<file path="src/rtl/core/arb_pkg.sv">
// Shared constants, sine table and stage types for the arc bounding rectangle core.
package arb_pkg;

  localparam int SINE_FRACTION_BITS = 15;
  localparam int SINE_SHIFT = 15 - SINE_FRACTION_BITS;

  localparam int SINE_ENTRIES = 91;

  localparam logic [15:0] SINE_Q15 [0:SINE_ENTRIES-1] = '{
    16'd0,     16'd572,   16'd1144,  16'd1715,  16'd2286,  16'd2856,  16'd3425,
    16'd3993,  16'd4560,  16'd5126,  16'd5690,  16'd6252,  16'd6813,  16'd7371,
    16'd7927,  16'd8481,  16'd9032,  16'd9580,  16'd10126, 16'd10668, 16'd11207,
    16'd11743, 16'd12275, 16'd12803, 16'd13328, 16'd13848, 16'd14365, 16'd14876,
    16'd15384, 16'd15886, 16'd16384, 16'd16877, 16'd17364, 16'd17847, 16'd18324,
    16'd18795, 16'd19261, 16'd19720, 16'd20174, 16'd20622, 16'd21063, 16'd21498,
    16'd21926, 16'd22348, 16'd22763, 16'd23170, 16'd23571, 16'd23965, 16'd24351,
    16'd24730, 16'd25102, 16'd25466, 16'd25822, 16'd26170, 16'd26510, 16'd26842,
    16'd27166, 16'd27482, 16'd27789, 16'd28088, 16'd28378, 16'd28660, 16'd28932,
    16'd29197, 16'd29452, 16'd29698, 16'd29935, 16'd30163, 16'd30382, 16'd30592,
    16'd30792, 16'd30983, 16'd31164, 16'd31336, 16'd31499, 16'd31651, 16'd31795,
    16'd31928, 16'd32052, 16'd32166, 16'd32270, 16'd32365, 16'd32449, 16'd32524,
    16'd32588, 16'd32643, 16'd32688, 16'd32723, 16'd32748, 16'd32763, 16'd32768
  };

  // sine operand slots
  localparam logic [1:0] S_SA  = 2'd0;  // sin(start)
  localparam logic [1:0] S_SAC = 2'd1;  // sin(start + 90)
  localparam logic [1:0] S_EA  = 2'd2;  // sin(end)
  localparam logic [1:0] S_EAC = 2'd3;  // sin(end + 90)

  // radius slots
  localparam logic R_OUT = 1'b0;
  localparam logic R_IN  = 1'b1;

  typedef enum logic [3:0] {
    K_WHOLE,
    K_Q0,
    K_Q1,
    K_Q2,
    K_Q3,
    K_01,
    K_12,
    K_23,
    K_30
  } kind_t;

  typedef struct packed {
    logic t01_ea;
    logic r12_sa;
    logic l30_ea;
  } pick_t;

  typedef struct packed {
    logic signed [15:0] x;
    logic signed [15:0] y;
    logic [14:0]        orad;
    logic signed [15:0] irad;
    logic [14:0]        inf;
    kind_t              kind;
    logic [3:0][6:0]    idx;
    logic [3:0]         neg;
  } stage_a_t;

  typedef struct packed {
    logic signed [15:0] x;
    logic signed [15:0] y;
    logic [14:0]        orad;
    logic signed [15:0] irad;
    logic [14:0]        inf;
    kind_t              kind;
    logic [3:0][16:0]   sine;
    pick_t              pick;
  } stage_b_t;

  typedef struct packed {
    logic signed [15:0]    x;
    logic signed [15:0]    y;
    logic [14:0]           orad;
    logic [14:0]           inf;
    kind_t                 kind;
    logic [3:0][1:0][16:0] sc;
  } stage_c_t;

  function automatic logic [15:0] sine_q15(input logic [6:0] idx);
    logic [15:0] v;
    v = 16'd0;
    if (idx < 7'(SINE_ENTRIES)) begin
      v = SINE_Q15[idx];
    end
    return v;
  endfunction

endpackage

</file>
<file path="src/rtl/core/arb_if.sv">
// Stream interfaces for arc beats in and rectangle beats out.
interface arb_arc_if;
  logic               valid;
  logic               ready;
  logic signed [15:0] origin_x;
  logic signed [15:0] origin_y;
  logic [14:0]        outer_radius;
  logic [9:0]         start_deg;
  logic [9:0]         end_deg;
  logic [14:0]        stroke_width;
  logic               round_caps;

  modport source (
    output valid, origin_x, origin_y, outer_radius, start_deg, end_deg,
           stroke_width, round_caps,
    input  ready
  );
  modport sink (
    input  valid, origin_x, origin_y, outer_radius, start_deg, end_deg,
           stroke_width, round_caps,
    output ready
  );
endinterface


</file>
<file path="src/rtl/core/arb_angle.sv">
// Stage 1: angle reduction, quadrant case decode and sine table indexing.
module arb_angle (
  input  logic            clk,
  input  logic            rst,
  arb_arc_if.sink         arc,
  output logic            out_valid,
  input  logic            out_ready,
  output arb_pkg::stage_a_t out_data
);
  import arb_pkg::*;

  typedef struct packed {
    logic       neg;
    logic [6:0] idx;
  } sidx_t;

  function automatic sidx_t sine_index(input logic [9:0] a);
    logic [9:0] m;
    sidx_t      s;
    m = a;
    if (a >= 10'd720) begin
      m = a - 10'd720;
    end else if (a >= 10'd360) begin
      m = a - 10'd360;
    end
    if (m < 10'd90) begin
      s.neg = 1'b0;
      s.idx = 7'(m);
    end else if (m < 10'd180) begin
      s.neg = 1'b0;
      s.idx = 7'(10'd180 - m);
    end else if (m < 10'd270) begin
      s.neg = 1'b1;
      s.idx = 7'(m - 10'd180);
    end else begin
      s.neg = 1'b1;
      s.idx = 7'(10'd360 - m);
    end
    return s;
  endfunction

  // 360 lands in quadrant 3
  function automatic logic [2:0] quadrant(input logic [9:0] a);
    logic [2:0] q;
    if (a >= 10'd630) begin
      q = 3'd7;
    end else if (a >= 10'd540) begin
      q = 3'd6;
    end else if (a >= 10'd450) begin
      q = 3'd5;
    end else if (a >= 10'd270) begin
      q = 3'd3;
    end else if (a >= 10'd180) begin
      q = 3'd2;
    end else if (a >= 10'd90) begin
      q = 3'd1;
    end else begin
      q = 3'd0;
    end
    return q;
  endfunction

  logic       full;
  logic [9:0] sa;
  logic [9:0] ea;
  logic [2:0] sq;
  logic [2:0] eq;
  logic       same;
  sidx_t      si [4];
  stage_a_t   a_next;

  assign full = 11'(arc.end_deg) == 11'(arc.start_deg) + 11'd360;
  assign sa   = (arc.start_deg > 10'd360) ? arc.start_deg - 10'd360 : arc.start_deg;
  assign ea   = (arc.end_deg > 10'd360) ? arc.end_deg - 10'd360 : arc.end_deg;
  assign sq   = quadrant(sa);
  assign eq   = quadrant(ea);
  assign same = (sq == eq) && (sa <= ea);

  assign si[S_SA]  = sine_index(sa);
  assign si[S_SAC] = sine_index(sa + 10'd90);
  assign si[S_EA]  = sine_index(ea);
  assign si[S_EAC] = sine_index(ea + 10'd90);

  always_comb begin
    a_next.x    = arc.origin_x;
    a_next.y    = arc.origin_y;
    a_next.orad = arc.outer_radius;
    a_next.irad = 16'({1'b0, arc.outer_radius}) - 16'({1'b0, arc.stroke_width});
    a_next.inf  = arc.round_caps ? (arc.stroke_width >> 1) + 15'd1 : 15'd0;
    for (int i = 0; i < 4; i++) begin
      a_next.idx[i] = si[i].idx;
      a_next.neg[i] = si[i].neg;
    end
    priority if (full) begin
      a_next.kind = K_WHOLE;
    end else if (same && sq == 3'd0) begin
      a_next.kind = K_Q0;
    end else if (same && sq == 3'd1) begin
      a_next.kind = K_Q1;
    end else if (same && sq == 3'd2) begin
      a_next.kind = K_Q2;
    end else if (same && sq == 3'd3) begin
      a_next.kind = K_Q3;
    end else if (same) begin
      a_next.kind = K_WHOLE;
    end else if (sq == 3'd0 && eq == 3'd1) begin
      a_next.kind = K_01;
    end else if (sq == 3'd1 && eq == 3'd2) begin
      a_next.kind = K_12;
    end else if (sq == 3'd2 && eq == 3'd3) begin
      a_next.kind = K_23;
    end else if (sq == 3'd3 && eq == 3'd0) begin
      a_next.kind = K_30;
    end else begin
      a_next.kind = K_WHOLE;
    end
  end

  assign arc.ready = ~out_valid | out_ready;

  always_ff @(posedge clk) begin
    if (rst) begin
      out_valid <= 1'b0;
    end else if (arc.ready) begin
      out_valid <= arc.valid;
    end
  end

  always_ff @(posedge clk) begin
    if (arc.valid && arc.ready) begin
      out_data <= a_next;
    end
  end

endmodule

</file>
<file path="src/flat_wrapper.sv">
// flat-port wrapper written by rule: the top's interface ports become plain ports
module arb_angle_flat import arb_pkg::*;
  (clk, rst, out_valid, out_ready, out_data, arc_valid, arc_origin_x, arc_origin_y, arc_outer_radius, arc_start_deg, arc_end_deg, arc_stroke_width, arc_round_caps, arc_ready);
  arb_arc_if arc_i ();
  input  logic clk;
  input  logic rst;
  output logic out_valid;
  input  logic out_ready;
  output arb_pkg::stage_a_t out_data;
  input wire logic [$bits(arc_i.valid)-1:0] arc_valid;
  input wire logic [$bits(arc_i.origin_x)-1:0] arc_origin_x;
  input wire logic [$bits(arc_i.origin_y)-1:0] arc_origin_y;
  input wire logic [$bits(arc_i.outer_radius)-1:0] arc_outer_radius;
  input wire logic [$bits(arc_i.start_deg)-1:0] arc_start_deg;
  input wire logic [$bits(arc_i.end_deg)-1:0] arc_end_deg;
  input wire logic [$bits(arc_i.stroke_width)-1:0] arc_stroke_width;
  input wire logic [$bits(arc_i.round_caps)-1:0] arc_round_caps;
  output wire logic [$bits(arc_i.ready)-1:0] arc_ready;
  assign arc_i.valid = arc_valid;
  assign arc_i.origin_x = arc_origin_x;
  assign arc_i.origin_y = arc_origin_y;
  assign arc_i.outer_radius = arc_outer_radius;
  assign arc_i.start_deg = arc_start_deg;
  assign arc_i.end_deg = arc_end_deg;
  assign arc_i.stroke_width = arc_stroke_width;
  assign arc_i.round_caps = arc_round_caps;
  assign arc_ready = arc_i.ready;
  arb_angle u_core (.clk(clk), .rst(rst), .arc(arc_i), .out_valid(out_valid), .out_ready(out_ready), .out_data(out_data));
endmodule
</file>
<file path="config.mk">
export PLATFORM = sky130hd
export DESIGN_NAME = arb_angle_flat
export DESIGN_NICKNAME = d
export VERILOG_FILES = /design/src/rtl/core/arb_pkg.sv /design/src/rtl/core/arb_if.sv /design/src/rtl/core/arb_angle.sv /design/src/flat_wrapper.sv
export SDC_FILE = /design/constraint.sdc
export NUM_CORES = 1
export LEC_CHECK = 0
export BUFFER_PORTS_ARGS = -buffer_cell sky130_fd_sc_hd__buf_2
export CAP_MARGIN = 0
export CORE_MARGIN = 2
export CORE_UTILIZATION = 50
export DETAILED_ROUTE_END_ITERATION = 10
export PLACE_DENSITY = 0.78
export SYNTH_ARGS = -nofsm -noshare
export SYNTH_HDL_FRONTEND = slang
export SYNTH_SLANG_ARGS = --single-unit
</file>
<file path="constraint.sdc">
create_clock -name clk -period 5.9 [get_ports clk]
set_input_delay 0.295 -clock clk [delete_from_list [all_inputs] [get_ports clk]]
set_output_delay 0.295 -clock clk [all_outputs]
set_load 0.005 [all_outputs]
</file>
Word level (Yosys, flattened, before mapping)
Cells that the tools add are included.

Flip-flop bits (word level): 115. Input port bits: 87. Output and inout port bits: 116. Logic and storage cells: 152.

Add/sub/neg operators: 27. Order comparisons: 35. Equal/unequal tests: 8. Multiplexer cells: 43. Bitwise operators: 2. Reductions and logical operators: 19.

Operators by type and width (count): two-way mux 10 bit (10); two-way mux 7 bit (12); greater-or-equal comparator 10 bit (second input constant) (8); greater-or-equal comparator 10 x 9 -> 1 bit (second input constant) (8); subtractor 10 x 9 -> 10 bit (second input constant) (6); two-way mux 3 bit (15); < comparator 10 x 7 -> 1 bit (second input constant) (4); < comparator 10 x 8 -> 1 bit (second input constant) (4); < comparator 10 x 9 -> 1 bit (second input constant) (4); subtractor 10 bit (second input constant) (4); subtractor 6 x 7 -> 7 bit (first input constant) (4); subtractor 7 x 6 -> 7 bit (second input constant) (4); subtractor 7 bit (first input constant) (4); adder 10 x 7 -> 10 bit (second input constant) (2); greater-or-equal comparator 10 x 7 -> 1 bit (second input constant) (2); greater-or-equal comparator 10 x 8 -> 1 bit (second input constant) (2); > comparator 10 x 9 -> 1 bit (second input constant) (2); subtractor 15 x 15 -> 16 bit (1); adder 14 x 1 -> 15 bit (second input constant) (1); == test 3 x 2 -> 1 bit (second input constant) (4); adder 10 x 9 -> 11 bit (second input constant) (1); == test 10 x 11 -> 1 bit (1); less-or-equal comparator 10 bit (1); logical AND 1 bit (10); other kinds (11) (20).

Logic depth before layout (Yosys ltp)
Gate-level depths: netlist of run 1.

Word-level depth: 20. Gate-level depth with buffers: 27. Depth with buffers taken out: 25.

Worst setup path after synthesis of run 1
No wires, ideal clock.

Kind: input port to flip-flop. Start point: in arc_end_deg[1]. End point: reg, netlist name u_core.out_data[28]. Setup time: 259 ps. Arrival time: 5519 ps. Required time: 5641 ps. Path slack: 122 ps. Stages: 23. Path buffers: 2. Cells stage by stage: clkbuf_1 > inv_1 > ha_1 > and4_4 > buf_6 > o31ai_1 > inv_2 > xnor2_1 > inv_1 > ha_1 > nor4_1 > and3_1 > o21ai_0 > a21oi_1 > nor2_1 > xnor2_1 > inv_1 > ha_1 > o31ai_2 > a21oi_2 > inv_2 > o22ai_1 > a211o_1.

RTL lines: start: declaration (line flat_wrapper.sv:15) `input wire logic [$bits(arc_i.end_deg)-1:0] arc_end_deg;`.

==> metrics.csv, run 1 <==
stage,metric,value,unit
run_status,outcome,"finished, final reports clean",
clocking,post-cts-setup-buffers,0,
timing,max_slew_violation_total_from_the_final_report,0,
worst_setup_path,setup.worst_path.start_class,input pin,
placement,placedCellCount,1605,
clocking,clock_path_buffers,2,
logic_synthesis,post_synth_inst_count,1122,
grt,grt_start_max_net_pins,76,
logic_synthesis,synthesized_area_per_cell,8.95,sq um
final_layout,layout_commonest_cell,buf_2,
timing,achievable-frequency,187,MHz
power_and_ir_drop,switchingPower,0.00135,W
timing,min_clock_period_post_route,5360,ps
floorplan,x_dimension_of_the_die,146,microns
timing,grt_setup_unrepaired,false,
power_and_ir_drop,p_int,0.00233,W
final_layout,design.final.nets,1527,
logic_synthesis,yosysWarningCount,0,
logic_synthesis,synth_nets,1290,
drt,drtIter0Drc,787,
power_and_ir_drop,p_total,0.00368,W
timing,worst_pin_slew,892,ps
drt,route.detailed.vias_per_inst,6.03,
floorplan,ioPinCount,203,
worst_setup_path,crit_type,in2reg,
clocking,worst_setup_hold_path_clk_slew,60,ps
final_layout,layout.cells.non_filler,1637,
logic_synthesis,yosys_register_bits,113,
clocking,insertion_delay,410,ps
timing,final.setup_skew,12.7,ps
final_layout,final_cell_mix,"buf_2 (202), edfxtp_1 (112), a21oi_1 (86)",
power_and_ir_drop,power.share.combinational,0.441,
clocking,ctsResizeCount,0,
grt,global_route_wire_length_before_repair,47400,microns
drt,antenna_violating_nets_post_route,0,
clocking,holdBufCountCts,0,
floorplan,coreArea,19600,sq um
drt,wirelength,28800,microns
flow_run,maxcap_viol_count,0,
logic_synthesis,synth_top_flop_cell,edfxtp_1,
timing,slew-limit-headroom,0.405,
final_layout,antenna-diode-count,0,
floorplan,die_area,21200,sq um
worst_setup_path,setup_crit_end_kind,register,
timing,final.setup.tns,0,ps
min_path,hp-class,in2reg,
logic_synthesis,yosys.cell_types.count,96,
clocking,tritoncts.num_buffers,17,
final_layout,area_growth_from_synthesis_to_layout,21.6,%
clocking,tritoncts_clock_tree,yes,
timing,period_share,0.909,
grt,grt_pass1_vias,9251,
drt,route.detailed.drc,0,
drt,route.vias.total,9875,
final_layout,finish.utilization,0.624,
power_and_ir_drop,ir_worst_vdd,0.189,mV
worst_setup_path,critical_path_arrival,5570,ps
grt,grt_overflow_total,0,
placement,gp_congestion,0.972,
power_and_ir_drop,leakage,5.16,nW
grt,gr-usage-all-layers,0.268,
floorplan,rows,51,
timing,finalSetupViolCount,0,
clocking,htree_levels,4,
timing,hold_violations,0,
placement,hpwlAfterDp,22100,microns
worst_setup_path,critical_path.max_fanout,9,
logic_synthesis,synth_top_area_cell,edfxtp_1,
power_and_ir_drop,power_frac_clock,0.269,
logic_synthesis,synthesis.area,10000,sq um
worst_setup_path,worstPathRequired,6110,ps
logic_synthesis,synth.yosys.seq_area_share,0.337,
power_and_ir_drop,p_per_area,301,nW/um^2
drt,detail_route.first_pass.iterations,5,
logic_synthesis,synth_top_area_frac,0.335,
final_layout,final_layout_size_suffix_gt1_frac,0.239,
clocking,cts.root.buffer_cell,clkbuf_16,
drt,routed_wire_length_per_instance,17.6,microns
clocking,cts_sinks,113,
floorplan,floorplan.die.height,146,microns
power_and_ir_drop,p_sw_frac,0.367,
logic_synthesis,synth_edf_count,112,
floorplan,initial_utilization,0.513,
logic_synthesis,synth_top_cells_by_area,"edfxtp_1 (33%), ha_1 (10%), xnor2_1 (4.4%)",
power_and_ir_drop,seq_power_share,0.289,
grt,antenna_found_initial,0,
logic_synthesis,fraction_of_synthesis_flops_using_an_asynchronous_set_or_reset_pin,0,
final_layout,fillers,1698,
placement,io_buffers,202,
==> flip-flops by register name, summed over array words and instances, names as in the netlist <==
| signal | cells |
|---|---|
| u_core.out_valid | 1 |
| u_core.out_data | 112 |
==> through the flow <==
stage | worst slack, ps | hold slack [ps] | cell area, sq um
CTS | 610 | 24.2 | 12200
global route | 58.2 | 32.8 | 12200
global placement | 307 | 450 | 11600
detailed placement | 234 | 459 | 11600
finish | 539 | 36.6 | 12200
floorplan | 122 | 364 | 10000
==> final timing paths <==
kind | end | start | slack (ps) | cells after the start
max | u_core.out_data[17]$_DFFE_PP_ | arc_start_deg[0] | 540 | 24
min | u_core.out_valid$_SDFFE_PP0N_ | rst | 40 | 2
max reg2reg | u_core.out_data[102]$_DFFE_PP_ | u_core.out_valid$_SDFFE_PP0N_ | 3790 | 3
min reg2reg | u_core.out_valid$_SDFFE_PP0N_ | u_core.out_valid$_SDFFE_PP0N_ | 530 | 2
==> layer usage <==
metal / up-vias / track usage / share of wire
met2: 444 / 0.442 / 0.47
met3: 45 / 0.0376 / 0.075
li1: 4737 / - / -
met4: 0 / 0.0657 / 0.018
met1: 4649 / 0.374 / 0.44
met5: - / 0 / 0
==> cell usage after synthesis (all sizes together) (11+ instances only) <==
cell and instances:
edfxtp 112, a21oi 88, ha 80, inv 80
nor2 78, o21ai 71, nand2 67, xnor2 51
nand3 36, clkbuf 29, and2 25, a211oi 22
nor3 22, o21a 19, a31oi 17, a21o 15
o211ai 15, o22ai 15, a21boi 14, and3 14
buf 14, nor2b 14, o31ai 14, mux2i 13
xor2 13, nand4 11, nor4 11
==> worst max-delay path, cell delays in order <==
cell	delay, ps
buf_2	160
inv_1	150
ha_1	260
and3b_1	210
o21ai_1	320
a21oi_1	180
o21ai_0	320
and2_1	260
inv_1	80
ha_1	230
a31o_2	220
a311oi_2	500
o41ai_2	240
a21o_1	260
a21oi_1	180
xnor2_1	230
clkinv_1	150
buf_4	190
ha_1	170
a21oi_1	240
inv_1	100
nor4_1	190
a221oi_1	120
a221oi_1	300
==> power by group through the flow <==
stage | clock (W) | combinational, W | sequential (W)
floorplan | 0 | 0.00105 | 0.00110
global placement | 0 | 0.00158 | 0.00108
detailed placement | 0 | 0.00159 | 0.00108
CTS | 0.00101 | 0.00160 | 0.00107
global route | 0.00104 | 0.00180 | 0.00107
finish | 0.000992 | 0.00162 | 0.00107
==> cells by family (layout without fill, tap and decap cells) <==
group | after synthesis | after routing | share of synthesized area
AO/OA/AOI/OAI | 387 | 387 | 0.268
XOR/XNOR | 64 | 64 | 0.0558
adder cells (fa/ha/maj) | 82 | 82 | 0.103
buffers and inverters | 126 | 376 | 0.0496
flip-flops | 113 | 113 | 0.337
multiplexers | 16 | 16 | 0.0163
AND/OR/NAND/NOR | 334 | 334 | 0.171
==> cell type report <==
cell class	count	area (sq um)	share of cell area
Sequential cell	113	3380	0.277
Tap cell	265	332	0.0271
Multi-Input combinational cell	883	6170	0.505
Clock inverter	13	139	0.0114
Clock buffer	19	433	0.0354
Timing Repair Buffer	261	1450	0.119
Inverter	83	312	0.0255
(Power assumes the default switching activity.)
==> inputs of run 2 (changes only) <==
ABC_AREA = 1   (was not set)
PLACE_DENSITY = 0.77   (was 0.78)
SLEW_MARGIN = 15   (was not set)
==> metrics.csv, run 2 <==
stage,metric,value,unit,change
run_status,outcome,"finished, final reports clean",,unchanged
logic_synthesis,synth_edf_count,112,,unchanged
drt,wirelength,26100,microns,was 28800 microns
worst_setup_path,cp_num_cells,33,,was 24
floorplan,x_dimension_of_the_die,148,microns,was 146 microns
min_path,hp-class,in2reg,,unchanged
timing,final.setup.tns,0,ps,unchanged
final_layout,design.final.nets,1714,,was 1527
timing,finalSetupViolCount,0,,unchanged
clocking,clock_path_buffers,2,,unchanged
power_and_ir_drop,seq_power_share,0.271,,was 0.289
worst_setup_path,crit_buf_inv,9,,was 6
placement,dp_worst_setup_slack,787,ps,was 234 ps
logic_synthesis,post_synth_most_frequent_cells,"nand2_1 (371), inv_1 (142), nand3_1 (118)",,"was edfxtp_1 (112), a21oi_1 (86), ha_1 (80)"
timing,grt_setup_unrepaired,false,,unchanged
clocking,insertion_delay,400,ps,was 410 ps
clocking,tritoncts_clock_tree,yes,,unchanged
grt,grt_pass1_vias,8890,,was 9251
flow_run,maxcap_viol_count,0,,unchanged
floorplan,rows,52,,was 51
drt,route.detailed.vias_per_inst,5.25,,was 6.03
logic_synthesis,synth.yosys.seq_area_share,0.328,,was 0.337
timing,period_share,0.805,,was 0.909
grt,gr-usage-all-layers,0.237,,was 0.268
drt,route.vias.total,9607,,was 9875
grt,global_route_wire_length_before_repair,42900,microns,was 47400 microns
worst_setup_path,cpPeakStageDelay,300,ps,was 500 ps
floorplan,ioPinCount,203,,unchanged
worst_setup_path,worstPathRequired,6050,ps,was 6110 ps
grt,grt_start_max_net_pins,76,,unchanged
logic_synthesis,synth_nets,1510,,was 1290
drt,antenna_violating_nets_post_route,0,,unchanged
drt,route.detailed.drc,0,,unchanged
timing,postLayoutSetupSlackWorst,1150,ps,was 539 ps
drt,drtIter0Drc,848,,was 787
placement,hpwlAfterDp,20400,microns,was 22100 microns
timing,achievable-frequency,211,MHz,was 187 MHz
logic_synthesis,fraction_of_synthesis_flops_using_an_asynchronous_set_or_reset_pin,0,,unchanged
power_and_ir_drop,power.share.combinational,0.489,,was 0.441
timing,slew-limit-headroom,0.361,,was 0.405
logic_synthesis,synth_most_common_cell,nand2_1,,was edfxtp_1
worst_setup_path,cpMaxStageDelayCell,inv_1,,was a311oi_2
clocking,holdBufCountCts,0,,unchanged
final_layout,final_cell_mix,"nand2_1 (371), buf_2 (202), inv_1 (142)",,"was buf_2 (202), edfxtp_1 (112), a21oi_1 (86)"
timing,holdWs,40.9,ps,was 36.6 ps
timing,hold_violations,0,,unchanged
power_and_ir_drop,p_sw_frac,0.414,,was 0.367
timing,worst_pin_slew,959,ps,was 892 ps
final_layout,regMostFlops,u_core.out_data,,unchanged
floorplan,floorplan.die.height,148,microns,was 146 microns
power_and_ir_drop,p_int,0.00237,W,was 0.00233 W
clocking,htree_levels,4,,unchanged
clocking,cts.root.buffer_cell,clkbuf_16,,unchanged
worst_setup_path,worstRegToRegCells,3,,unchanged
timing,max_slew_violation_total_from_the_final_report,0,,unchanged
logic_synthesis,synth_top_area_frac,0.326,,was 0.335
logic_synthesis,synthesis.area,10300,sq um,was 10000 sq um
grt,grt_overflow_total,0,,unchanged
drt,detail_route.first_pass.iterations,6,,was 5
floorplan,initial_utilization,0.510,,was 0.513
final_layout,antenna-diode-count,0,,unchanged
floorplan,die_area,21800,sq um,was 21200 sq um
worst_setup_path,critical_path_arrival,4900,ps,was 5570 ps
logic_synthesis,yosys.cell_types.count,61,,was 96
final_layout,final_layout_size_suffix_gt1_frac,0.248,,was 0.239
power_and_ir_drop,leakage,5.96,nW,was 5.16 nW
power_and_ir_drop,power_frac_clock,0.240,,was 0.269
floorplan,coreArea,20200,sq um,was 19600 sq um
timing,final.setup_skew,7.41,ps,was 12.7 ps
drt,routed_wire_length_per_instance,14.3,microns,was 17.6 microns
final_layout,sequential_cell_area,3380,sq um,unchanged
final_layout,layout_top_registers,"u_core.out_data: 112 flops, u_core.out_valid: 1 flops",,unchanged
clocking,post-cts-setup-buffers,0,,unchanged
worst_setup_path,cp_common_cell,nand2_1,,
logic_synthesis,synthesized_area_per_cell,7.68,sq um,was 8.95 sq um
clocking,cts_sinks,113,,unchanged
final_layout,area_growth_from_synthesis_to_layout,17.3,%,was 21.6%
power_and_ir_drop,p_per_area,335,nW/um^2,was 301 nW/um^2
worst_setup_path,setup.worst_path.start_class,input pin,,unchanged
logic_synthesis,synth_top_area_cell,edfxtp_1,,unchanged
worst_setup_path,critical-path-top-delay-family,simple AND/OR/NAND/NOR gates,,was compound AO/OA/AOI/OAI gates
worst_setup_path,crit_type,in2reg,,unchanged
logic_synthesis,yosys_register_bits,113,,unchanged
timing,min_clock_period_post_route,4750,ps,was 5360 ps
logic_synthesis,yosysWarningCount,0,,unchanged
worst_setup_path,critical_path.max_fanout,11,,was 9
placement,gp_congestion,0.925,,was 0.972
clocking,worst_setup_hold_path_clk_slew,60,ps,about the same
clocking,ctsResizeCount,0,,unchanged
final_layout,multi_input_comb_area,6090,sq um,was 6170 sq um
placement,io_buffers,202,,unchanged
clocking,tritoncts.num_buffers,17,,unchanged
final_layout,largest_register_ffs,112,,unchanged
final_layout,fillers,1814,,was 1698
logic_synthesis,post_synth_inst_count,1342,,was 1122
worst_setup_path,setup_crit_end_kind,register,,unchanged
final_layout,layout_commonest_cell,nand2_1,,was buf_2
grt,antenna_found_initial,1,,was 0
min_path,worstHoldPathCells,2,,unchanged
logic_synthesis,synth_top_cells_by_area,"edfxtp_1 (33%), nand2_1 (14%), ha_1 (9.7%)",,"was edfxtp_1 (33%), ha_1 (10%), xnor2_1 (4.4%)"
power_and_ir_drop,ir_worst_vdd,0.184,mV,was 0.189 mV
power_and_ir_drop,switchingPower,0.00168,W,was 0.00135 W
logic_synthesis,synth_top_flop_cell,edfxtp_1,,unchanged
==> run 2: cell types whose count changed in the layout (fill, tap and decap cells not counted), moves of 37 or more <==
| cell | delta |
|---|---|
| xnor2_1 | -37 |
| xor2_1 | +37 |
| buf_4 | -55 |
| nand2_1 | +304 |
| inv_1 | +70 |
| nand2_2 | +39 |
| nand3_1 | +82 |
==> run 2: layout make-up <==
type / count / share of cell area
inverter: 176 / 0.0552
clock buffer: 18 / 0.0355
multi-input combinational: 1032 / 0.504
timing repair buffer: 206 / 0.0861
tap: 270 / 0.0279
clock inverter: 14 / 0.0117
sequential: 113 / 0.280
==> run 2: through the flow <==
| stage | total power [W] | utilization | std cells | cell area (sq um) |
|---|---|---|---|---|
| 3_3_place_gp | 0.00305 | 0.569 | 1797 | 11500 |
| 5_1_grt | 0.00437 | 0.598 | 1829 | 12100 |
| 2_1_floorplan | 0.00261 | - | 1342 | 10300 |
| 3_5_place_dp | 0.00307 | 0.569 | 1797 | 11500 |
| 4_1_cts | 0.00406 | 0.598 | 1829 | 12100 |
| 6_report | 0.00405 | 0.598 | 1829 | 12100 |
==> run 2: worst reg2reg max path: cells and delay by family, from the launching register on <==
kind	cells	cell delay, ps
AOI/OAI and AO/OA	1	140
buffers and inverters	2	1230
DFF	1	340
==> run 2: path summary, 6_finish.rpt <==
check                                startpoint                            end  slack [ps]
setup reg to reg  u_core.out_valid$_SDFFE_PP0N_  u_core.out_data[99]$_DFFE_PP_        3730
hold / removal                              rst  u_core.out_valid$_SDFFE_PP0N_          40
setup / recovery                 arc_end_deg[1]  u_core.out_data[31]$_DFFE_PP_        1150
hold reg to reg   u_core.out_valid$_SDFFE_PP0N_  u_core.out_valid$_SDFFE_PP0N_         540
==> run 2: cells by family (layout without fill, tap and decap cells) <==
group | count (synthesis) | count (layout) | synth area share
and+or+nand+nor | 718 | 718 | 0.332
buffers and inverters | 197 | 414 | 0.0822
xor gates and xnor gates | 67 | 67 | 0.0602
AOI/OAI and AO/OA | 166 | 166 | 0.0985
adders and majority gates | 81 | 81 | 0.0990
DFF | 113 | 113 | 0.328
==> run 2: power by group through the flow <==
stage                     registers (W)  clock network [W]  logic [W]
after floorplan                 0.00114                  0    0.00147
after global placement          0.00111                  0    0.00194
after detailed placement        0.00111                  0    0.00196
after CTS                       0.00110           0.000988    0.00197
after global routing            0.00111            0.00102    0.00224
final                           0.00110           0.000970    0.00198
==> run 2: routing by layer <==
layer  global-route usage  part of all wire
met3               0.0302             0.070
met2                0.406              0.48
met1                0.321              0.44
met5                    0           0.00050
met4               0.0582             0.012
