`src/rtl/core/arb_pkg.sv`:
```
// Shared constants, sine table and stage types for the arc bounding rectangle core.
package arb_pkg;

  localparam int SINE_FRACTION_BITS = 15;
  localparam int SINE_SHIFT = 15 - SINE_FRACTION_BITS;

  localparam int SINE_ENTRIES = 91;

  localparam logic [15:0] SINE_Q15 [0:SINE_ENTRIES-1] = '{
    16'd0,     16'd572,   16'd1144,  16'd1715,  16'd2286,  16'd2856,  16'd3425,
    16'd3993,  16'd4560,  16'd5126,  16'd5690,  16'd6252,  16'd6813,  16'd7371,
    16'd7927,  16'd8481,  16'd9032,  16'd9580,  16'd10126, 16'd10668, 16'd11207,
    16'd11743, 16'd12275, 16'd12803, 16'd13328, 16'd13848, 16'd14365, 16'd14876,
    16'd15384, 16'd15886, 16'd16384, 16'd16877, 16'd17364, 16'd17847, 16'd18324,
    16'd18795, 16'd19261, 16'd19720, 16'd20174, 16'd20622, 16'd21063, 16'd21498,
    16'd21926, 16'd22348, 16'd22763, 16'd23170, 16'd23571, 16'd23965, 16'd24351,
    16'd24730, 16'd25102, 16'd25466, 16'd25822, 16'd26170, 16'd26510, 16'd26842,
    16'd27166, 16'd27482, 16'd27789, 16'd28088, 16'd28378, 16'd28660, 16'd28932,
    16'd29197, 16'd29452, 16'd29698, 16'd29935, 16'd30163, 16'd30382, 16'd30592,
    16'd30792, 16'd30983, 16'd31164, 16'd31336, 16'd31499, 16'd31651, 16'd31795,
    16'd31928, 16'd32052, 16'd32166, 16'd32270, 16'd32365, 16'd32449, 16'd32524,
    16'd32588, 16'd32643, 16'd32688, 16'd32723, 16'd32748, 16'd32763, 16'd32768
  };

  // sine operand slots
  localparam logic [1:0] S_SA  = 2'd0;  // sin(start)
  localparam logic [1:0] S_SAC = 2'd1;  // sin(start + 90)
  localparam logic [1:0] S_EA  = 2'd2;  // sin(end)
  localparam logic [1:0] S_EAC = 2'd3;  // sin(end + 90)

  // radius slots
  localparam logic R_OUT = 1'b0;
  localparam logic R_IN  = 1'b1;

  typedef enum logic [3:0] {
    K_WHOLE,
    K_Q0,
    K_Q1,
    K_Q2,
    K_Q3,
    K_01,
    K_12,
    K_23,
    K_30
  } kind_t;

  typedef struct packed {
    logic t01_ea;
    logic r12_sa;
    logic l30_ea;
  } pick_t;

  typedef struct packed {
    logic signed [15:0] x;
    logic signed [15:0] y;
    logic [14:0]        orad;
    logic signed [15:0] irad;
    logic [14:0]        inf;
    kind_t              kind;
    logic [3:0][6:0]    idx;
    logic [3:0]         neg;
  } stage_a_t;

  typedef struct packed {
    logic signed [15:0] x;
    logic signed [15:0] y;
    logic [14:0]        orad;
    logic signed [15:0] irad;
    logic [14:0]        inf;
    kind_t              kind;
    logic [3:0][16:0]   sine;
    pick_t              pick;
  } stage_b_t;

  typedef struct packed {
    logic signed [15:0]    x;
    logic signed [15:0]    y;
    logic [14:0]           orad;
    logic [14:0]           inf;
    kind_t                 kind;
    logic [3:0][1:0][16:0] sc;
  } stage_c_t;

  function automatic logic [15:0] sine_q15(input logic [6:0] idx);
    logic [15:0] v;
    v = 16'd0;
    if (idx < 7'(SINE_ENTRIES)) begin
      v = SINE_Q15[idx];
    end
    return v;
  endfunction

endpackage

```
`src/rtl/core/arb_if.sv`:
```


interface arb_rect_if;
  logic               valid;
  logic               ready;
  logic signed [17:0] left;
  logic signed [17:0] top;
  logic signed [17:0] right;
  logic signed [17:0] bottom;

  modport source (output valid, left, top, right, bottom, input ready);
  modport sink (input valid, left, top, right, bottom, output ready);
endinterface

```
`src/rtl/core/arb_select.sv`:
```
// Stage 4: per-case edge selection, offset by center and cap inflation.
module arb_select (
  input  logic              clk,
  input  logic              rst,
  input  logic              in_valid,
  output logic              in_ready,
  input  arb_pkg::stage_c_t in_data,
  arb_rect_if.source        rect
);
  import arb_pkg::*;

  logic signed [18:0] x;
  logic signed [18:0] y;
  logic signed [18:0] o;
  logic signed [18:0] inf;
  logic signed [18:0] tl;
  logic signed [18:0] tt;
  logic signed [18:0] tr;
  logic signed [18:0] tb;
  logic signed [18:0] sum_l;
  logic signed [18:0] sum_t;
  logic signed [18:0] sum_r;
  logic signed [18:0] sum_b;
  logic               valid;
  logic [17:0]        left;
  logic [17:0]        top;
  logic [17:0]        right;
  logic [17:0]        bottom;

  function automatic logic signed [18:0] ext(input logic [16:0] v);
    return 19'($signed(v));
  endfunction

  assign x   = 19'(in_data.x);
  assign y   = 19'(in_data.y);
  assign o   = 19'({4'd0, in_data.orad});
  assign inf = (in_data.kind == K_WHOLE) ? 19'sd0 : 19'({4'd0, in_data.inf});

  always_comb begin
    tl = -o;
    tt = -o;
    tr = o;
    tb = o;
    unique case (in_data.kind)
      K_Q0: begin
        tt = ext(in_data.sc[S_SA][R_IN]);
        tr = ext(in_data.sc[S_SAC][R_OUT]);
        tb = ext(in_data.sc[S_EA][R_OUT]);
        tl = ext(in_data.sc[S_EAC][R_IN]);
      end
      K_Q1: begin
        tb = ext(in_data.sc[S_SA][R_OUT]);
        tr = ext(in_data.sc[S_SAC][R_IN]);
        tt = ext(in_data.sc[S_EA][R_IN]);
        tl = ext(in_data.sc[S_EAC][R_OUT]);
      end
      K_Q2: begin
        tl = ext(in_data.sc[S_SAC][R_OUT]);
        tb = ext(in_data.sc[S_SA][R_IN]);
        tt = ext(in_data.sc[S_EA][R_OUT]);
        tr = ext(in_data.sc[S_EAC][R_IN]);
      end
      K_Q3: begin
        tl = ext(in_data.sc[S_SAC][R_IN]);
        tt = ext(in_data.sc[S_SA][R_OUT]);
        tr = ext(in_data.sc[S_EAC][R_OUT]);
        tb = ext(in_data.sc[S_EA][R_IN]);
      end
      K_01: begin
        tl = ext(in_data.sc[S_EAC][R_OUT]);
        tt = ext(in_data.sc[S_EA][R_IN]);
        tr = ext(in_data.sc[S_SAC][R_OUT]);
      end
      K_12: begin
        tt = ext(in_data.sc[S_EA][R_OUT]);
        tr = ext(in_data.sc[S_SAC][R_IN]);
        tb = ext(in_data.sc[S_SA][R_OUT]);
      end
      K_23: begin
        tl = ext(in_data.sc[S_SAC][R_OUT]);
        tr = ext(in_data.sc[S_EAC][R_OUT]);
        tb = ($signed(in_data.sc[S_EA][R_IN]) > $signed(in_data.sc[S_SA][R_IN])) ?
             ext(in_data.sc[S_EA][R_IN]) : ext(in_data.sc[S_SA][R_IN]);
      end
      K_30: begin
        tl = ext(in_data.sc[S_EAC][R_IN]);
        tt = ext(in_data.sc[S_SA][R_OUT]);
        tb = ext(in_data.sc[S_EA][R_OUT]);
      end
      default: begin
      end
    endcase
  end

  assign sum_l = x + tl - inf;
  assign sum_t = y + tt - inf;
  assign sum_r = x + tr + inf;
  assign sum_b = y + tb + inf;

  assign in_ready = ~valid | rect.ready;

  always_ff @(posedge clk) begin
    if (rst) begin
      valid <= 1'b0;
    end else if (in_ready) begin
      valid <= in_valid;
    end
  end

  always_ff @(posedge clk) begin
    if (in_valid && in_ready) begin
      left   <= sum_l[17:0];
      top    <= sum_t[17:0];
      right  <= sum_r[17:0];
      bottom <= sum_b[17:0];
    end
  end

  assign rect.valid  = valid;
  assign rect.left   = left;
  assign rect.top    = top;
  assign rect.right  = right;
  assign rect.bottom = bottom;

endmodule

```
`src/flat_wrapper.sv`:
```
// flat-port wrapper written by rule: the top's interface ports become plain ports
module arb_select_flat import arb_pkg::*;
  (clk, rst, in_valid, in_ready, in_data, rect_valid, rect_left, rect_top, rect_right, rect_bottom, rect_ready);
  arb_rect_if rect_i ();
  input  logic clk;
  input  logic rst;
  input  logic in_valid;
  output logic in_ready;
  input  arb_pkg::stage_c_t in_data;
  output wire logic [$bits(rect_i.valid)-1:0] rect_valid;
  output wire logic [$bits(rect_i.left)-1:0] rect_left;
  output wire logic [$bits(rect_i.top)-1:0] rect_top;
  output wire logic [$bits(rect_i.right)-1:0] rect_right;
  output wire logic [$bits(rect_i.bottom)-1:0] rect_bottom;
  input wire logic [$bits(rect_i.ready)-1:0] rect_ready;
  assign rect_valid = rect_i.valid;
  assign rect_left = rect_i.left;
  assign rect_top = rect_i.top;
  assign rect_right = rect_i.right;
  assign rect_bottom = rect_i.bottom;
  assign rect_i.ready = rect_ready;
  arb_select u_core (.clk(clk), .rst(rst), .in_valid(in_valid), .in_ready(in_ready), .in_data(in_data), .rect(rect_i));
endmodule
```
`config.mk`:
```
export PLATFORM = sky130hd
export DESIGN_NAME = arb_select_flat
export DESIGN_NICKNAME = d
export VERILOG_FILES = /design/src/rtl/core/arb_pkg.sv /design/src/rtl/core/arb_if.sv /design/src/rtl/core/arb_select.sv /design/src/flat_wrapper.sv
export SDC_FILE = /design/constraint.sdc
export NUM_CORES = 1
export LEC_CHECK = 0
export BUFFER_PORTS_ARGS = -buffer_cell sky130_fd_sc_hd__buf_2
export CAP_MARGIN = 20
export CORE_ASPECT_RATIO = 1.5
export CORE_UTILIZATION = 55
export DETAILED_ROUTE_END_ITERATION = 6
export PLACE_DENSITY = 0.83
export SYNTH_ARGS = -nofsm -noshare
export SYNTH_HDL_FRONTEND = slang
export SYNTH_SLANG_ARGS = --single-unit
export TNS_END_PERCENT = 20
```
`constraint.sdc`:
```
create_clock -name clk -period 9.5 [get_ports clk]
set_clock_uncertainty 0.1 [all_clocks]
set_input_delay 1.9 -clock clk [delete_from_list [all_inputs] [get_ports clk]]
set_output_delay 1.9 -clock clk [all_outputs]
set_load 0.02 [all_outputs]
```
Yosys cells after proc, flatten, opt, wreduce, memory -nomap -nowiden:

Cells that the tools add are included.

* output and inout bits: 74
* register bits: 73
* logic and storage cells: 41
* input port bits: 206

* magnitude comparators: 1
* bitwise gates (word level): 2
* mux-type cells: 6
* add/sub/neg operators: 9
* eq/ne operators: 8
* reductions and logical operators: 10

Operators by type and width (count)
* $pmux 18 s4: 3
* $pmux 18 s5: 1
* $add 16x18->18: 4
* $add 18x18->18: 2
* $sub 18x18->18: 2
* $mux 18: 1
* $neg 15->18: 1
* $gt 17x17->1: 1
* $eq 4x3->1 const B: 4
* $reduce_or 2->1: 8
* $mux 15: 1
* $eq 4x2->1 const B: 2
* $eq 4x1->1 const B: 1
* $eq 4x4->1 const B: 1
* $logic_not 4->1: 1
* $logic_and 1x1->1: 1
* $not 1->1: 1
* $or 1x1->1: 1

Depth between registers and ports, before layout:

Gate-level depths: netlist of the first run.

* depth after elaboration: 5
* mapped depth: 20
* depth with buffers taken out: 20

Worst setup path after synthesis of the first run:

OpenSTA, ideal clock, no wires.

* path kind: input -> register
* start point: input in_data[20] (netlist bit)
* end point: register u_core.bottom[17], in the netlist u_core.rect.bottom[17], data pin
* path buffers: 0
* required time: 9.226 ns
* stages: 20
* arrival: 5.937 ns
* library setup time: 0.174 ns
* path slack: 3.288 ns
* path through: inv_1 -> ha_1 -> a21oi_1 -> a21boi_0 -> o31ai_1 -> o2111ai_1 -> a41oi_4 -> mux2_2 -> a21oi_1 -> fa_1 -> inv_1 -> ha_1 -> fa_1 -> a21oi_1 -> o211ai_1 -> a31oi_1 -> o211ai_1 -> a41oi_1 -> nor3_1 -> a311oi_1

* word-level cells in the longest chain between the ends: 5

RTL lines
* start: declaration: RTL line flat_wrapper.sv:9 `input arb_pkg::stage_c_t in_data;`
* $gt 17x17->1: RTL line arb_select.sv:82 `tb = ($signed(in_data.sc[S_EA][R_IN]) > $signed(in_data.sc[S_SA][R_IN])) ?`
* $mux 18: RTL line arb_select.sv:82
* $pmux 18 s5 (*): RTL line arb_select.sv:44 `unique case (in_data.kind)`
* $add 16x18->18 (*): RTL line arb_select.sv:98 `assign sum_b = y + tb + inf;`
* $add 18x18->18 (*): RTL line arb_select.sv:98
* via u_core.sum_b[17]: RTL line arb_select.sv:23 `logic signed [18:0] sum_b;`
* end signal: assignment: RTL line arb_select.sv:115 `bottom <= sum_b[17:0];`
* end: declaration: RTL line arb_select.sv:28 `logic [17:0] bottom;`

Mark *: on every way through the listed nets, which the timed path passes. The rest lies on a longest branch.
A chain may end at the register's enable or synchronous reset.

Worst setup path in the final report of the first run:

Same ends and word-level chain as after synthesis.

==> results by group, run 1 <==
CTS
  – H-Tree Depth: 3
  – Worst-Skew Late Latency: between 0.3 and 0.4 ns
  – CTS tree: yes
  – Cts bufs inserted: 9
  – Sink Count: 73
  – Worst-path clk slew: 0.07 ns
  – Root Buffer: clkbuf_16
  – Post-CTS setup buffer count: 0
  – CTS hold repair buffers: 0
  – Post-CTS Resized: 0
  – CTS max path bufs: 2

Drt
  – Via count: 10,740
  – ANT nets after route: 0
  – Drt total wl: about 36 mm
  – Iteration-0 DRC Markers: around 1,500
  – Post-DR vias/cell: 6.179
  – DR WL/cell: 20.76 µm
  – DR DRC count: 29
  – DRT Pass-1 Iters: 7

Synth
  – Async SR Flop Fraction: 0%
  – Ys flop type: edfxtp_1
  – Commonest cells in the netlist: inv_1, nand2_1, a21oi_1
  – Area fraction of the dominant cell type after synthesis: 21.16%
  – Register area share after synthesis: 21.35%
  – Most numerous cell in the Yosys netlist: inv_1
  – Post-synth top area cell: edfxtp_1
  – Flops & latches, synth: 73
  – EDFF count, synth: 72
  – Gate Count Post-Synth: 1,220
  – Synthesis warning total: 0
  – Mapped Area: 10,220 µm²
  – Area contributors post-synth: edfxtp_1, fa_1, ha_1, inv_1, a21oi_1
  – Syn Area/Cell: roughly 8.4 µm²
  – Net Count, Synth: 1,582
  – Distinct cell type count after synthesis: 80

Setup path
  – Delay-heaviest family, CP: compound AO/OA/AOI/OAI gates
  – R2R setup slack: 7.74 ns
  – Cell repeated most along the worst path: a21oi_1
  – Startpoint types: input port
  – Origin of the critical flop-to-flop path: u_core.rect.valid
  – Required time of the critical path: 9.54 ns
  – CP bufs+invs: 3
  – Crit path largest cell delay: 0.64 ns
  – R2R Path End: u_core.rect.bottom[6]
  – Crit path DAT: 7.22 ns
  – Crit-path max FO: 18
  – Critical-path cell list: buf_2 > inv_1 > ha_1 > a21oi_1 > a21boi_0 > o31ai_1 > o2111ai_1 > a41oi_4 > mux2_2 > a21oi_1 > fa_1 > inv_1 > ha_1 > fa_1 > a21oi_1 > o211ai_1 > a31oi_1 > o211ai_1 > a41oi_1 > nor3_1 > a311oi_1
  – Crit Path Category: in2reg
  – CP Capture Type: register
  – Slowest CP cell: a41oi_4
  – R2R cell count: 2

Run status
  – Failing checks: DRC
  – Status: finished, violations left

STA
  – Final setup viols: 0
  – Peak Freq: 139.3 MHz
  – Final Max Tran Viols: 0
  – Final Hold Fails: 0
  – Sum Neg Setup Slack: 0 ns
  – Slew margin rel.: between 30 and 40%
  – Tcrit/Tclk final: roughly three quarters
  – RSZ-0062 raised after global routing: false
  – Final min period: just over 7 ns
  – Worst Max-Slew Pin Slew: around 1.0 ns
  – Hold WS: roughly 0.42 ns
  – PnR worst setup slack: 2.323 ns

Global route
  – Largest net degree at the start of global routing: 73
  – Vias in the first global route: 10,320
  – Gr ovfl total: 0
  – GRT Overall Usage: a little under two fifths
  – Initial antenna violation count: 5
  – First-pass GRT wire length: between 50 and 60 mm

Cells and area
  – Layout Nets: 1,842
  – Area Growth Syn to Fin: 19.36%
  – Layout cell share with drive strength beyond 1: 23.10%
  – Fill cells: about 1,500
  – Layout Utilization: between 60% and 70%

Pwr
  – Worst VDD drop: 0.0001312 V
  – Leakage: slightly below 0.006 µW
  – Power Total: 2257 µW
  – Cell area power density: 185.1 nW/µm²

Placed design
  – GPL Wtd Cong: around 1.0
  – Post-DP HPWL: 28.83 mm
  – Place WS: 2.061 ns
  – Input/output buffers: 279

Die
  – Ports: 280
  – Die W: 113.3 µm
  – Die H: roughly 170 µm
  – Num rows: 60
  – Starting Density: 56.48%
  – Core area: 18,090 µm²
  – Die area: 19,140 µm²

Hold path
  – Hold path startpoint: u_core.rect.valid
  – WHS Endpoint: u_core.rect.valid
  – Hold depth: 2
  – Hold WC Path Type: reg2reg

Run
  – MaxCap Viol Count: 0
==> per-stage QoR <==
step | cells | cell area (µm²)
floorplan | 1220 | 10220
global placement | 1717 | 11870
detailed placement | 1717 | 11870
CTS | 1733 | 12180
global route | 1738 | 12200
finish | 1738 | 12200
==> layout make-up <==
type / count / area, µm² / area share [%]
Multi-Input combinational cell: 902 / 7114 / 58.33
Tap cell: 248 / 310.3 / 2.544
Sequential cell: 73 / 2182 / 17.89
Timing Repair Buffer: 295 / 1516 / 12.43
Inverter: 199 / 747.0 / 6.124
Antenna cell: 5 / 12.51 / 0.1026
Clock buffer: 12 / 236.5 / 1.939
Clock inverter: 4 / 77.57 / 0.6360
==> cells in the final DEF, fill, tap and decap left out, types with 21 or more instances in the layout <==
cell type / Yosys / layout
inv_1: 199 / 199
a222oi_1: 47 / 47
edfxtp_1: 72 / 72
nand2_1: 125 / 125
fa_1: 62 / 62
ha_1: 94 / 94
nand3_1: 26 / 26
o211ai_1: 21 / 21
xnor2_1: 54 / 54
nor2_1: 68 / 68
buf_2: 10 / 279
o21ai_0: 69 / 69
a21oi_1: 108 / 108
==> power breakdown <==
group / internal [µW] / total [µW] / switching (µW)
Sequential: 519 / 546 / 26.4
Clock: 231 / 375 / 144
Combinational: 520 / 1340 / 816
==> how the worst max path moves through the flow <==
stage,startpoint,endpoint,slack [ns],cells past startpoint
floorplan,in_data[20],u_core.rect.bottom[17],3.29,20
global placement,in_data[20],u_core.rect.bottom[17],2.32,21
detailed placement,in_data[20],u_core.rect.bottom[17],2.06,21
CTS,in_data[20],u_core.rect.bottom[17],2.44,21
global route,in_data[20],u_core.rect.bottom[17],2.07,21
finish,in_data[20],u_core.rect.bottom[17],2.32,21
==> sequential cells by signal (all words and copies together) (netlist names) <==
| register | flops |
|---|---|
| u_core.rect.right | 18 |
| u_core.rect.top | 18 |
| u_core.rect.bottom | 18 |
| u_core.rect.left | 18 |
| u_core.rect.valid | 1 |
==> worst register-to-register path: stages, from the launching register on <==
cell	delay [ns]
dfxtp_1	0.31
nand2b_1	0.10
and2_4	0.80
==> per-layer routing <==
layer	up-vias	track usage (%)	wire, µm
met1	4954	44.98	13340
met4	0	17.91	1549
met3	129	5.478	3389
met5	-	0	0
li1	4883	-	-
met2	773	65.99	17800
==> cells by family (layout without fill, tap and decap cells) <==
kind of cell | Yosys count | in the layout | share of synthesized area, %
adder cells (fa/ha/maj) | 156 | 156 | 23.66
AND/OR/NAND/NOR | 290 | 290 | 13.04
flip-flops | 73 | 73 | 21.35
other | 0 | 5 | 0
AO/OA/AOI/OAI | 367 | 367 | 24.77
XOR/XNOR | 73 | 73 | 6.257
multiplexers | 16 | 16 | 1.714
buffers and inverters | 245 | 510 | 9.208
Note: power is estimated with default switching activity, not from simulation.
==> run 2: changes to the inputs <==
- CORE_UTILIZATION: 55 -> 50
- PLACE_DENSITY: 0.83 -> 0.8
- clock period: 9.5 -> 6.2 ns (I/O delays scaled with it)
==> results by group, run 2 (synthesis gave the netlist of run 1 again) <==
Run status
  – Status: finished, violations left
  – Failing checks: DRC

Drt
  – DRT Pass-1 Iters: 7
  – Drt total wl: 36.95 mm
  – Via count: 10,840
  – Iteration-0 DRC Markers: 1,253
  – ANT nets after route: 0
  – DR DRC count: 4
  – Post-DR vias/cell: about 6.1
  – DR WL/cell: ~21 µm

Placed design
  – DP Area: 12,080 µm²
  – Post-DP HPWL: 30.24 mm
  – GPL Wtd Cong: approximately 1
  – Input/output buffers: 279

Global route
  – Largest net degree at the start of global routing: 40
  – First-pass GRT wire length: 56.35 mm
  – Initial antenna violation count: 1
  – Vias in the first global route: around 10,000
  – GRT Overall Usage: between 30% and 40%
  – Gr ovfl total: 0

Pwr
  – Net Sw Power: between 1500 and 2000 µW
  – Cell area power density: 278.0 nW/µm²
  – Sequential power share: 24.6%
  – Leakage: 0.005978 µW
  – Sw frac: 43.86%
  – Worst VDD drop: roughly 0.00016 V
  – Cell-internal power: between 1500 and 2000 µW
  – Clock power share: 15.1%
  – Gate power share: 60.4%

Cells and area
  – Most common cell after layout, fill and taps aside: buf_2
  – Layout cell share with drive strength beyond 1: 24.50%
  – Layout Nets: 1,868
  – Area Growth Syn to Fin: 21.01%
  – Commonest non-fill, non-tap cells in the layout: buf_2, inv_1, nand2_1, a21oi_1, ha_1
  – Design area: around 12,000 µm²

STA
  – Slew margin rel.: 40.00%
  – Peak Freq: between 150 and 200 MHz
  – Worst Max-Slew Pin Slew: 0.9000 ns
  – Final Max Tran Viols: 0
  – Final min period: 5.862 ns
  – Tcrit/Tclk final: roughly 95%
  – Sum Neg Setup Slack: 0 ns
  – Final setup viols: 0
  – RSZ-0062 raised after global routing: false
  – Final Hold Fails: 0

CTS
  – Sink Count: 73
  – Worst-path clk slew: 0.06 ns
  – CTS max path bufs: 2
  – Root Buffer: clkbuf_16
  – Worst-Skew Late Latency: ~0.35 ns
  – CTS hold repair buffers: 0
  – H-Tree Depth: 3
  – Post-CTS setup buffer count: 0
  – Post-CTS Resized: 0
  – CTS tree: yes
  – Cts bufs inserted: 9

Die
  – Die H: between 150 and 200 µm
  – Num rows: 63
  – Starting Density: 51.44%
  – Die area: 21,030 µm²
  – Core area: 19,860 µm²
  – Ports: 280
  – Die W: 118.7 µm

Run
  – MaxCap Viol Count: 0

Setup path
  – Crit Path Category: in2reg
  – Required time of the critical path: 6.32 ns
  – Crit-path max FO: 12
  – Crit path DAT: 5.99 ns
  – CP Capture Type: register
  – Startpoint types: input port

Hold path
  – Hold WC Path Type: reg2reg
run 2: changes by cell type in the layout (fill, tap and decap cells not counted), moves of 2 or more:
cell / delta
buf_4: +26
diode_2: -4
clkinv_2: +3
clkinv_4: -2
run 2: worst paths after layout:
path	start	to	slack [ns]	depth (start not counted)
max reg2reg	u_core.rect.valid	u_core.rect.top[2]	3.98	3
min reg2reg	u_core.rect.valid	u_core.rect.valid	0.42	2
min	u_core.rect.valid	u_core.rect.valid	0.42	2
max	in_data[20]	u_core.rect.bottom[16]	0.34	21
run 2: power groups by stage:
stage	Sequential (µW)	Combinational (µW)	Clock, µW
2_1_floorplan	1050	1200	0
3_3_place_gp	853	2010	0
6_report	844	2080	517
4_1_cts	846	2050	526
5_1_grt	853	2270	541
3_5_place_dp	854	2040	0
run 2: metrics by stage:
stage / setup slack [ns] / power [µW] / cells / util, % / hold slack (ns)
6_report: 0.3378 / 3437 / 1771 / 62.25 / 0.4181
4_1_cts: 0.2955 / 3424 / 1770 / 62.21 / 0.4215
3_5_place_dp: -0.08508 / 2892 / 1755 / 60.81 / 0.4156
3_3_place_gp: 0.05926 / 2865 / 1755 / 60.81 / 0.3978
2_1_floorplan: 0.6483 / 2252 / 1220 / - / 0.6290
5_1_grt: 0.03303 / 3668 / 1771 / 62.25 / 0.4412
run 2: cell type report:
cell class	instances	area, µm²
clock buffers	11	232.7
clock inverters	4	45.04
multi-input cells	902	7119
diodes	1	2.502
repair buffers	321	1712
well taps	260	325.3
inverters	199	747.0
flip-flops and latches	73	2182
fillers	1810	7498
run 2: worst max-delay path, stage by stage:
cell and delay [ns]:
buf_2 0.11, inv_1 0.05, ha_1 0.31, a21oi_1 0.12
a21boi_0 0.12, o31ai_1 0.29, o2111ai_1 0.21, a41oi_4 0.33
buf_4 0.29, mux2_2 0.35, a21oi_1 0.19, fa_1 0.43
inv_1 0.08, ha_1 0.26, a21oi_1 0.17, o311ai_1 0.16
a31oi_2 0.32, o2111a_1 0.28, a21oi_1 0.10, or4b_1 0.47
nand3_1 0.10
run 2: metal layers:
metal | track usage [%] | share of wire, % | up-vias
li1 | - | - | 4941
met1 | 42.20 | 37 | 5120
met2 | 61.45 | 49 | 661
met3 | 5.155 | 8.7 | 118
met4 | 19.94 | 5.4 | 0
met5 | 0 | 0 | -
==> run 3: changes to the inputs <==
- GPL_TIMING_DRIVEN: not set -> 0
==> results by group, run 3 (synthesis gave the netlist of run 1 again) <==
Setup path
  – Origin of the critical flop-to-flop path: u_core.rect.valid
  – Crit-path max FO: 10
  – Startpoint types: input port
  – R2R cell count: 3
  – Crit Path Category: in2reg
  – Required time of the critical path: 6.27 ns
  – CP Launch Point: in_data[20]
  – CP Capture Type: register
  – Crit path DAT: 6.15 ns

STA
  – Final min period: 6.084 ns
  – Slew margin rel.: 45.78%
  – Final Hold Fails: 0
  – Final setup viols: 0
  – RSZ-0062 raised after global routing: true
  – Final Max Tran Viols: 0
  – Worst Max-Slew Pin Slew: 0.8132 ns
  – Hold WS: roughly 0.43 ns
  – Peak Freq: around 160 MHz
  – Tcrit/Tclk final: 98.12%

Global route
  – First-pass GRT wire length: between 50 and 60 mm
  – Met3 Resource Use GR: 6.121%
  – GRT Overall Usage: 36.43%
  – Vias in the first global route: roughly 11,000
  – GRT busiest layer: met2
  – Initial antenna violation count: 9
  – Largest net degree at the start of global routing: 38
  – Gr ovfl total: 0
  – GR Layer Usage met1: approximately 42%
  – Met2 global-route usage: 61.74%

Cells and area
  – Layout cell share with drive strength beyond 1: about 23%
  – Layout Utilization: just over 60%
  – Layout Nets: 1,873
  – Area Growth Syn to Fin: 20.95%
  – Most common cell after layout, fill and taps aside: buf_2
  – Commonest non-fill, non-tap cells in the layout: buf_2, inv_1, nand2_1, a21oi_1, ha_1
  – Fill cells: 1,839

CTS
  – CTS max path bufs: 2
  – Worst-path clk slew: 0.06 ns
  – CTS tree: yes
  – CTS hold repair buffers: 0
  – Sink Count: 73
  – Worst-Skew Late Latency: 0.36 ns
  – Cts bufs inserted: 9
  – Root Buffer: clkbuf_16
  – H-Tree Depth: 3

Die
  – Starting Density: 51.44%
  – Num rows: 63
  – Core area: 19,860 µm²
  – Die W: 118.7 µm
  – Die area: 21,030 µm²
  – Ports: between 200 and 300
  – Die H: between 150 and 200 µm

Drt
  – DRT Pass-1 Iters: 7
  – DR DRC count: 18
  – DR WL/cell: 21.51 µm
  – Drt total wl: ~38 mm
  – ANT nets after route: 0
  – Via count: 10,860
  – Iteration-0 DRC Markers: 1,380
  – Post-DR vias/cell: between 6 and 7

Run status
  – Failing checks: DRC
  – Status: finished, violations left

Placed design
  – Post-DP HPWL: 31.58 mm
  – GPL Wtd Cong: 0.9627
  – Input/output buffers: 278

Pwr
  – Cell area power density: 281.2 nW/µm²
  – Worst VDD drop: 0.0001551 V
  – Leakage: 0.005888 µW

Hold path
  – Hold path startpoint: u_core.rect.valid
  – Hold depth: 2
  – Hold WC Path Type: reg2reg

Run
  – MaxCap Viol Count: 0
[run 3: changes by cell type in the layout (fill, tap and decap cells not counted), moves of 3 or more]
cell      change
buf_4        -41
buf_2         +9
clkbuf_2      +3
clkinv_2      -3
clkbuf_1     +28
buf_1         +4
diode_2       +8
[run 3: path summary, 6_finish.rpt]
path	slack, ns	endpoint
min	0.43	u_core.rect.valid
min reg2reg	0.43	u_core.rect.valid
max reg2reg	4.55	u_core.rect.top[0]
max	0.12	u_core.rect.bottom[17]
[run 3: where the power goes]
group | switching (µW) | internal, µW
Combinational | 1250 | 809
Clock | 223 | 352
Sequential | 44.3 | 796
Total | 1520 | 1960
[run 3: repair_timing]
item                       in CTS  in global routing
setup endpoints to repair       4                  5
pin swaps                       1                  1
resized for setup               7                  7
buffers inserted                1                  0
[run 3: layout make-up]
| class | count | area (µm²) | share of cell area (%) |
|---|---|---|---|
| diodes | 9 | 22.52 | 0.1822 |
| plain buffers | 46 | 196.4 | 1.589 |
| clock buffers | 11 | 232.7 | 1.883 |
| clock inverters | 5 | 80.08 | 0.6479 |
| inverters | 199 | 747.0 | 6.044 |
| multi-input cells | 902 | 7154 | 57.89 |
| flip-flops and latches | 73 | 2182 | 17.66 |
| well taps | 260 | 325.3 | 2.632 |
| repair buffers | 280 | 1419 | 11.48 |
[run 3: critical path, stage by stage]
cell       delay [ns]
buf_2            0.12
inv_1            0.05
ha_1             0.32
a21oi_1          0.16
a21boi_0         0.12
o31ai_1          0.39
o2111ai_1        0.26
a41oi_4          0.32
buf_6            0.23
o311ai_0         0.21
fa_1             0.42
ha_1             0.25
fa_1             0.46
a21oi_1          0.24
o211ai_1         0.21
a31oi_4          0.27
o211ai_1         0.16
a41oi_2          0.31
nor3_1           0.09
a311oi_1         0.31
[run 3: layer usage]
metal  vias to the layer above  part of all wire, %
met1                      5061                   35
met2                       725                   49
met5                         -                    0
met3                       128                  9.9
li1                       4945                    -
met4                         0                  5.9
[run 3: per-stage QoR]
step | area, µm² | std cells | total power (µW) | setup TNS [ns] | setup WS, ns
finish | 12360 | 1785 | 3476 | 0 | 0.1164
global route | 12360 | 1785 | 3688 | -0.09561 | -0.04831
CTS | 12310 | 1776 | 3446 | 0 | 0.09277
detailed placement | 11960 | 1759 | 2852 | -3.861 | -0.7915
global placement | 11940 | 1758 | 2808 | -3.413 | -0.7664
floorplan | 10220 | 1220 | 2252 | 0 | 0.6483
